===== src/rtl/gpmr_pkg.sv =====
// Package for the six-pin GPIO mode resolver: operation codes, register kinds,
// port masks, the packed state type and its reset value.
// Depends on nothing; every other file of the block imports it.
`default_nettype none

package gpmr_pkg;

    localparam int NUM_PINS  = 6;
    localparam int NUM_KINDS = 8;

    // Valid bits of each port's byte registers.
    localparam logic [7:0] PORT3_MASK = 8'h0f;
    localparam logic [7:0] PORT5_MASK = 8'h30;

    typedef enum logic [1:0] {
        FUNC_READ  = 2'd0,
        FUNC_WRITE = 2'd1,
        FUNC_DRIVE = 2'd2,
        FUNC_FLOAT = 2'd3
    } t_func;

    typedef enum logic [2:0] {
        KIND_LATCH  = 3'd0,
        KIND_MODE1  = 3'd1,
        KIND_MODE0  = 3'd2,
        KIND_PULLUP = 3'd3,
        KIND_NCS    = 3'd4,
        KIND_SLEW   = 3'd5,
        KIND_DRIVE  = 3'd6,
        KIND_IE     = 3'd7
    } t_kind;

    typedef logic [NUM_PINS-1:0] t_pins;

    // One input item, as captured from the input channel.
    typedef struct packed {
        logic [1:0] func;
        logic [3:0] reg_index;
        logic [7:0] write_data;
        logic [2:0] pin_index;
        logic       pin_level_in;
        logic       read_latch;
    } t_item;

    // Register contents are kept per pin: kind k, pin n sits at kinds[k][n].
    typedef struct packed {
        logic [NUM_KINDS-1:0][NUM_PINS-1:0] kinds;
        t_pins                              ext_level;
        t_pins                              ext_driven;
    } t_state;

    localparam t_state RESET_STATE = '{
        kinds:      {6'h3f, 6'h3f, 6'h3f, 6'h00, 6'h00, 6'h00, 6'h3c, 6'h3f},
        ext_level:  6'h3f,
        ext_driven: 6'h3f
    };

    // Byte mask of the port selected by the top bit of a register index.
    function automatic logic [7:0] port_mask(input logic port);
        return port ? PORT5_MASK : PORT3_MASK;
    endfunction

endpackage

`default_nettype wire


===== src/rtl/gpmr_if.sv =====
// Valid/ready channel interfaces of the GPIO mode resolver: the item channel
// and the result channel. Depends on gpmr_pkg for the pin width.
`default_nettype none

interface gpmr_in_if import gpmr_pkg::*; ();
    logic       valid;
    logic       ready;
    logic [1:0] func;
    logic [3:0] reg_index;
    logic [7:0] write_data;
    logic [2:0] pin_index;
    logic       pin_level_in;
    logic       read_latch;

    modport source (output valid, func, reg_index, write_data, pin_index,
                    pin_level_in, read_latch, input ready);
    modport sink   (input valid, func, reg_index, write_data, pin_index,
                    pin_level_in, read_latch, output ready);
endinterface

interface gpmr_out_if import gpmr_pkg::*; ();
    logic                valid;
    logic                ready;
    logic [7:0]          read_data;
    logic [NUM_PINS-1:0] pin_levels;
    logic [1:0]          int_lines;
    logic [1:0]          counter_lines;

    modport source (output valid, read_data, pin_levels, int_lines, counter_lines,
                    input ready);
    modport sink   (input valid, read_data, pin_levels, int_lines, counter_lines,
                    output ready);
endinterface

`default_nettype wire


===== src/rtl/gpmr_regs.sv =====
// Port register file and external pin state of the GPIO mode resolver.
// Holds the state and works out its next value for an item. Uses gpmr_pkg.
`default_nettype none

module gpmr_regs import gpmr_pkg::*; (
    input  wire logic   i_clk,
    input  wire logic   i_rst_n,
    input  wire logic   i_accept,
    input  wire t_item  i_item,
    output t_state      o_state,
    output t_state      o_state_next
);

    localparam t_pins PIN_ONE = {{(NUM_PINS-1){1'b0}}, 1'b1};

    t_state     r_state;
    t_state     n_state;
    t_pins      pin_bit;
    t_pins      wr_mask;
    logic [7:0] port_bits;
    logic [2:0] kind;

    assign kind      = i_item.reg_index[2:0];
    assign port_bits = port_mask(i_item.reg_index[3]);
    assign wr_mask   = port_bits[NUM_PINS-1:0];
    assign pin_bit   = PIN_ONE << i_item.pin_index;

    // Next state: a write replaces the port's valid bits, drive and float
    // touch one pin of the external state, a read leaves everything alone.
    always_comb begin
        n_state = r_state;
        case (i_item.func)
            FUNC_WRITE: begin
                n_state.kinds[kind] = (r_state.kinds[kind] & ~wr_mask)
                                    | (i_item.write_data[NUM_PINS-1:0] & wr_mask);
            end
            FUNC_DRIVE: begin
                if (i_item.pin_index < 3'(NUM_PINS)) begin
                    n_state.ext_level  = i_item.pin_level_in
                                       ? (r_state.ext_level | pin_bit)
                                       : (r_state.ext_level & ~pin_bit);
                    n_state.ext_driven = r_state.ext_driven | pin_bit;
                end
            end
            FUNC_FLOAT: begin
                if (i_item.pin_index < 3'(NUM_PINS)) begin
                    n_state.ext_driven = i_item.pin_level_in
                                       ? (r_state.ext_driven & ~pin_bit)
                                       : (r_state.ext_driven | pin_bit);
                end
            end
            default: begin
                n_state = r_state;
            end
        endcase
    end

    // State register, updated on each accepted transfer.
    always_ff @(posedge i_clk) begin
        if (!i_rst_n) begin
            r_state <= RESET_STATE;
        end else if (i_accept) begin
            r_state <= n_state;
        end
    end

    assign o_state      = r_state;
    assign o_state_next = n_state;

endmodule

`default_nettype wire


===== src/rtl/gpmr_resolve.sv =====
// Pin level resolver: turns mode, latch, pull-up and external state into the
// level of every pin. Purely combinational. Uses gpmr_pkg.
`default_nettype none

module gpmr_resolve import gpmr_pkg::*; (
    input  wire t_state i_state,
    output t_pins       o_levels
);

    t_pins outside;

    // Each pin on its own: the mode pair selects the rule.
    always_comb begin
        for (int n = 0; n < NUM_PINS; n++) begin
            outside[n] = i_state.ext_driven[n] ? i_state.ext_level[n]
                                               : i_state.kinds[KIND_PULLUP][n];
            case ({i_state.kinds[KIND_MODE1][n], i_state.kinds[KIND_MODE0][n]})
                2'b01:   o_levels[n] = i_state.kinds[KIND_LATCH][n];
                2'b10:   o_levels[n] = outside[n];
                2'b11:   o_levels[n] = i_state.kinds[KIND_LATCH][n] & outside[n];
                // Quasi-bidirectional: weak pull-up unless driven from outside.
                default: o_levels[n] = i_state.kinds[KIND_LATCH][n]
                                     & (!i_state.ext_driven[n] | i_state.ext_level[n]);
            endcase
        end
    end

endmodule

`default_nettype wire


===== src/rtl/gpmr_top.sv =====
// Six-pin GPIO mode resolver, top level. Port 3 owns pins 0 to 3 and port 5
// pins 4 and 5; each port has eight byte registers addressed by reg_index.
// Every item (register read, register write, external drive, pin float)
// yields one result in the cycle after its transfer, carrying the read byte and
// the resolved pin, interrupt and counter levels after the operation. One item
// is taken every cycle; the only storage in the path is the state register
// and the result register, and an item is refused only while a result waits
// to be taken. Reset restores the documented register values, with all pins
// driven high from outside.
// Depends on gpmr_pkg, gpmr_if, gpmr_regs and gpmr_resolve.
`default_nettype none

module gpio_pin_mode_resolver_top import gpmr_pkg::*; (
    input  wire logic  i_clk,
    input  wire logic  i_rst_n,
    gpmr_in_if.sink    i_in,
    gpmr_out_if.source o_out
);

    t_item      item;
    t_state     cur_state;
    t_state     nxt_state;
    t_pins      cur_levels;
    t_pins      nxt_levels;
    logic       accept;
    logic [7:0] mask;
    logic [7:0] data_val;

    logic       r_valid;
    logic [7:0] r_read_data;
    t_pins      r_pin_levels;
    logic [1:0] r_int_lines;
    logic [1:0] r_counter_lines;
    logic [7:0] n_read_data;

    assign item = '{
        func:         i_in.func,
        reg_index:    i_in.reg_index,
        write_data:   i_in.write_data,
        pin_index:    i_in.pin_index,
        pin_level_in: i_in.pin_level_in,
        read_latch:   i_in.read_latch
    };

    // A new item is taken whenever the result register is free or draining.
    assign i_in.ready = !r_valid || o_out.ready;
    assign accept     = i_in.valid && i_in.ready;

    gpmr_regs u_regs (
        .i_clk        (i_clk),
        .i_rst_n      (i_rst_n),
        .i_accept     (accept),
        .i_item       (item),
        .o_state      (cur_state),
        .o_state_next (nxt_state)
    );

    // Levels before the operation feed data reads, levels after feed the result.
    gpmr_resolve u_resolve_cur (
        .i_state  (cur_state),
        .o_levels (cur_levels)
    );

    gpmr_resolve u_resolve_nxt (
        .i_state  (nxt_state),
        .o_levels (nxt_levels)
    );

    // Read data: data registers fill invalid bits with ones, others with zeros.
    assign mask = port_mask(item.reg_index[3]);

    always_comb begin
        data_val = {{(8-NUM_PINS){1'b0}},
                    item.read_latch ? cur_state.kinds[KIND_LATCH]
                                    : (cur_state.kinds[KIND_IE] & cur_levels)};
        n_read_data = 8'h00;
        if (item.func == FUNC_READ) begin
            if (item.reg_index[2:0] == KIND_LATCH) begin
                n_read_data = (data_val & mask) | ~mask;
            end else begin
                n_read_data = {{(8-NUM_PINS){1'b0}},
                               cur_state.kinds[item.reg_index[2:0]]} & mask;
            end
        end
    end

    // Result register valid flag.
    always_ff @(posedge i_clk) begin
        if (!i_rst_n) begin
            r_valid <= 1'b0;
        end else if (accept) begin
            r_valid <= 1'b1;
        end else if (o_out.ready) begin
            r_valid <= 1'b0;
        end
    end

    // Result payload, loaded on each accepted transfer.
    always_ff @(posedge i_clk) begin
        if (accept) begin
            r_read_data     <= n_read_data;
            r_pin_levels    <= nxt_levels;
            r_int_lines     <= nxt_levels[3:2] & nxt_state.kinds[KIND_IE][3:2];
            r_counter_lines <= nxt_levels[5:4] & nxt_state.kinds[KIND_IE][5:4];
        end
    end

    assign o_out.valid         = r_valid;
    assign o_out.read_data     = r_read_data;
    assign o_out.pin_levels    = r_pin_levels;
    assign o_out.int_lines     = r_int_lines;
    assign o_out.counter_lines = r_counter_lines;

`ifndef NO_ASSERTIONS
    // After reset no result is pending.
    a_reset_empty: assert property (@(posedge i_clk) !i_rst_n |=> !o_out.valid)
        else $error("result valid after reset");

    // Every accepted item leaves a result in the next cycle.
    a_accept_result: assert property (@(posedge i_clk) disable iff (!i_rst_n)
        accept |=> o_out.valid)
        else $error("accepted item produced no result");

    // A stalled result blocks the input side.
    a_stall_blocks: assert property (@(posedge i_clk) disable iff (!i_rst_n)
        (o_out.valid && !o_out.ready) |-> !i_in.ready)
        else $error("item taken while result stalled");

    // Interrupt and counter lines are never high on a low pin.
    a_lines_gated: assert property (@(posedge i_clk) disable iff (!i_rst_n)
        o_out.valid |-> ((o_out.int_lines & ~o_out.pin_levels[3:2]) == 2'b00
                      && (o_out.counter_lines & ~o_out.pin_levels[5:4]) == 2'b00))
        else $error("gated line high on a low pin");
`endif

endmodule

`default_nettype wire

===== src/flat_wrapper.sv =====
// flat-port wrapper written by rule: the top's interface ports become plain ports
module gpio_pin_mode_resolver_top_flat import gpmr_pkg::*;
  (i_clk, i_rst_n, i_in_valid, i_in_func, i_in_reg_index, i_in_write_data, i_in_pin_index, i_in_pin_level_in, i_in_read_latch, i_in_ready, o_out_valid, o_out_read_data, o_out_pin_levels, o_out_int_lines, o_out_counter_lines, o_out_ready);
  gpmr_in_if i_in_i ();
  gpmr_out_if o_out_i ();
  input  wire logic i_clk;
  input  wire logic i_rst_n;
  input wire logic [$bits(i_in_i.valid)-1:0] i_in_valid;
  input wire logic [$bits(i_in_i.func)-1:0] i_in_func;
  input wire logic [$bits(i_in_i.reg_index)-1:0] i_in_reg_index;
  input wire logic [$bits(i_in_i.write_data)-1:0] i_in_write_data;
  input wire logic [$bits(i_in_i.pin_index)-1:0] i_in_pin_index;
  input wire logic [$bits(i_in_i.pin_level_in)-1:0] i_in_pin_level_in;
  input wire logic [$bits(i_in_i.read_latch)-1:0] i_in_read_latch;
  output wire logic [$bits(i_in_i.ready)-1:0] i_in_ready;
  output wire logic [$bits(o_out_i.valid)-1:0] o_out_valid;
  output wire logic [$bits(o_out_i.read_data)-1:0] o_out_read_data;
  output wire logic [$bits(o_out_i.pin_levels)-1:0] o_out_pin_levels;
  output wire logic [$bits(o_out_i.int_lines)-1:0] o_out_int_lines;
  output wire logic [$bits(o_out_i.counter_lines)-1:0] o_out_counter_lines;
  input wire logic [$bits(o_out_i.ready)-1:0] o_out_ready;
  assign i_in_i.valid = i_in_valid;
  assign i_in_i.func = i_in_func;
  assign i_in_i.reg_index = i_in_reg_index;
  assign i_in_i.write_data = i_in_write_data;
  assign i_in_i.pin_index = i_in_pin_index;
  assign i_in_i.pin_level_in = i_in_pin_level_in;
  assign i_in_i.read_latch = i_in_read_latch;
  assign i_in_ready = i_in_i.ready;
  assign o_out_valid = o_out_i.valid;
  assign o_out_read_data = o_out_i.read_data;
  assign o_out_pin_levels = o_out_i.pin_levels;
  assign o_out_int_lines = o_out_i.int_lines;
  assign o_out_counter_lines = o_out_i.counter_lines;
  assign o_out_i.ready = o_out_ready;
  gpio_pin_mode_resolver_top u_core (.i_clk(i_clk), .i_rst_n(i_rst_n), .i_in(i_in_i), .o_out(o_out_i));
endmodule

===== config.mk =====
export PLATFORM = sky130hd
export DESIGN_NAME = gpio_pin_mode_resolver_top_flat
export DESIGN_NICKNAME = d
export VERILOG_FILES = /design/src/rtl/gpmr_pkg.sv /design/src/rtl/gpmr_if.sv /design/src/rtl/gpmr_regs.sv /design/src/rtl/gpmr_resolve.sv /design/src/rtl/gpmr_top.sv /design/src/flat_wrapper.sv
export SDC_FILE = /design/constraint.sdc
export NUM_CORES = 1
export LEC_CHECK = 0
export BUFFER_PORTS_ARGS = -buffer_cell sky130_fd_sc_hd__buf_2
export CAP_MARGIN = 20
export CORE_MARGIN = 10
export CORE_UTILIZATION = 30
export DETAILED_ROUTE_END_ITERATION = 12
export GPL_TIMING_DRIVEN = 0
export PLACE_DENSITY = 0.46
export SYNTH_ARGS = -nofsm -noshare
export SYNTH_HDL_FRONTEND = slang
export SYNTH_HIERARCHICAL = 1
export SYNTH_SLANG_ARGS = --single-unit

===== constraint.sdc =====
create_clock -name i_clk -period 2.16 [get_ports i_clk]
set_input_delay 0 -clock i_clk [delete_from_list [all_inputs] [get_ports i_clk]]
set_output_delay 0 -clock i_clk [all_outputs]
set_load 0.05 [all_outputs]

==> impl_metrics.tcl <==
set metrics [dict create \
    clockBufferDepth 2 \
    antenna_left 0 \
    violations "setup timing" \
    gr-usage-met1 0.210 \
    cts_num_sinks 78 \
    grt_use_met3 0.0299 \
    ir_worst_vdd_mv 0.434 \
    ys_warn_count 6 \
    switching_power_uw 1170 \
    post-dp-hpwl_um 15300 \
    grt-ovfl-total 0 \
    grt_usage 0.166 \
    required_ns 2.27 \
    drive_gt1_frac 0.303 \
    setup_violations 5 \
    combPwrFrac 0.199 \
    cp_slowest_cell "mux4_2" \
    syn_area_per_cell_um2 8.85 \
    slew_headroom 0.305 \
    drv_cap 0 \
    synth_fp_nets 704 \
    cts_htree_levels 3 \
    cts-root-buf "clkbuf_16" \
    wl_per_cell_um 21.6 \
    crit_fanout 3 \
    dieArea_mm2 0.0249 \
    die_w_um 158 \
    critPathMaxStageDelay_ns 0.46 \
    die_y_um 158 \
    timing.final.ws_setup_ns -0.148 \
    final.min_clock_period_ns 2.31 \
    intPower_uw 2750 \
    maxSlewViolCount 0 \
    grt_max_degree 31 \
    use_met2 0.270 \
    antenna_found_initial 0 \
    power_frac_seq 0.394 \
    syn-cell-area_mm2 0.00571 \
    worst_ep_arrival_time_ns 2.42 \
    fillers 1842 \
    synthCells 645 \
    reg2reg_from "u_core/u_regs/o_state[15]$_SDFFE_PN1P_" \
    grt_pass1_wl_um 31300 \
    dp.cells 918 \
    area_delta_synth_final_pct 26.0 \
    worst_clock_skew_ns 0.00810 \
    rows 50 \
    crit_family "multiplexers" \
    avgViaCountPerCell 5.61 \
    hold_class "in -> reg" \
    place_area_mm2 0.00623 \
    portBuffers 39 \
    clk_latency_ns 0.36 \
    powerDensity_mw_per_mm2 544 \
    hold_viol_final 0 \
    outcome "finished with violations" \
    via_count 5412 \
    fin_area_mm2 0.00719 \
    crit_buf_inv 1 \
    hold_ws_ns 0.0252 \
    stdcell_count 964 \
    clkTransAtPathRegs_ns 0.06 \
    antenna_cells 0 \
    core_mm2 0.0187 \
    firstDrtPassIters 7 \
    leakage_uw 0.00310 \
    drc_errors 0 \
    rrSetupSlack_ns -0.15 \
    cts_tree "yes" \
    grt_pass1_vias 5333 \
    nets 784 \
    gp_congestion 0.894 \
    fin_crit_sh 1.07 \
    cts_buffers 9 \
    cp-start-kind "register" \
    busiest_layer "met2" \
    p_clk_frac 0.408 \
    worstSetupPathType "reg -> reg" \
    crit_chain "mux4_2 > nor2b_4 > a211oi_4 > buf_6 > o31ai_4 > mux2_4 > a22oi_2 > o22ai_2 > and2_1" \
    fmax_ghz 0.433 \
    tightest_slew_ns 1.04 \
    end_kind "register" \
    ios 43 \
    swShare 0.298 \
    wl_um 20800 \
    rsz0062_at_grt "yes" \
    holdCritStartpoint "i_rst_n" \
    drt_iter0_drc 440 \
    start_util 0.305 \
    setup-tns-final_ns -0.333 \
    startpoint "u_core/u_regs/o_state[15]$_SDFFE_PN1P_" \
]
## stage by stage
stage / setup WS [ns] / power (uW) / utilization
CTS: -0.235 / 3900 / 0.369
detailed placement: -0.740 / 2240 / 0.333
floorplan: -0.112 / 2030 / -
global placement: -0.673 / 2230 / 0.333
finish: -0.148 / 3910 / 0.384
global route: -0.193 / 4070 / 0.384
## per-layer routing
metal  share of wire  routed length (um)
met3           0.053                1100
met1            0.44                9190
met2            0.48                9940
met5               0                   0
met4           0.028                 592
## state kept, by name (all words and copies together), names as in the netlist
signal and flops:
u_core/o_out.pin_levels 6, u_core/o_out.counter_lines 2, u_core/o_out.valid 1, u_core/u_regs/o_state 60
u_core/o_out.int_lines 2, u_core/o_out.read_data 7
## area by class of cell
type	count	area, um^2	share of cell area
buffer	42	272	0.0378
clock buffer	13	293	0.0407
clock inverter	3	13.8	0.00191
inverter	43	161	0.0224
multi-input combinational	482	3940	0.547
sequential	78	1780	0.248
tap	234	293	0.0407
timing repair buffer	69	440	0.0612
## worst paths after layout
path / cells past startpoint / endpoint
max: 9 / u_core/o_out.int_lines[1]$_DFFE_PP_
min reg2reg: 2 / u_core/u_regs/o_state[38]$_SDFFE_PN0P_
min: 3 / u_core/u_regs/o_state[28]$_SDFFE_PN0P_
max reg2reg: 9 / u_core/o_out.int_lines[1]$_DFFE_PP_
## power by group through the flow
stage | logic, uW | clock network, uW | registers, uW
floorplan | 376 | 0 | 1660
global placement | 645 | 0 | 1580
detailed placement | 651 | 0 | 1580
CTS | 722 | 1630 | 1550
global route | 828 | 1700 | 1540
finish | 778 | 1600 | 1540
## worst register-to-register path, delay by kind of cell (launching register included)
family	cells	cell delay, ns
multiplexers	2	0.76
AO/OA/AOI/OAI	4	0.49
flip-flops	1	0.36
AND/OR/NAND/NOR	2	0.29
buffers and inverters	1	0.16
## repair_timing
item | CTS | global route
pin swaps | 11 | 14
gates resized for setup | 62 | 52
setup endpoints to repair | 45 | 11
setup buffers | 17 | 10
gates cloned | 0 | 1
endpoints found under the hold margin | 2 | 0
hold buffers | 3 | 0
## layout by cell type, fill, tap and decap left out, types with 4 or more instances in the layout
cell	count
nand2_1	101
mux2_2	24
nand4_1	5
nor2_1	24
dfxtp_2	13
clkbuf_1	13
nor2b_1	12
o211ai_1	14
a22oi_1	10
o21ai_0	17
buf_2	48
o31ai_1	22
nand3_1	29
dfxtp_1	39
nor3_1	5
a22o_1	10
dfxtp_4	9
buf_6	8
edfxtp_1	17
nand3b_1	6
o311ai_1	8
clkbuf_16	11
mux4_2	4
and2_1	4
nand2b_1	10
inv_1	43
a221oi_1	9
o21ai_2	7
ha_1	31
o311ai_0	8
o31ai_4	7
mux4_1	4
mux2i_1	14
o22ai_1	11
o22ai_2	5
buf_4	32
o32ai_1	6
(Power assumes the default switching activity.)
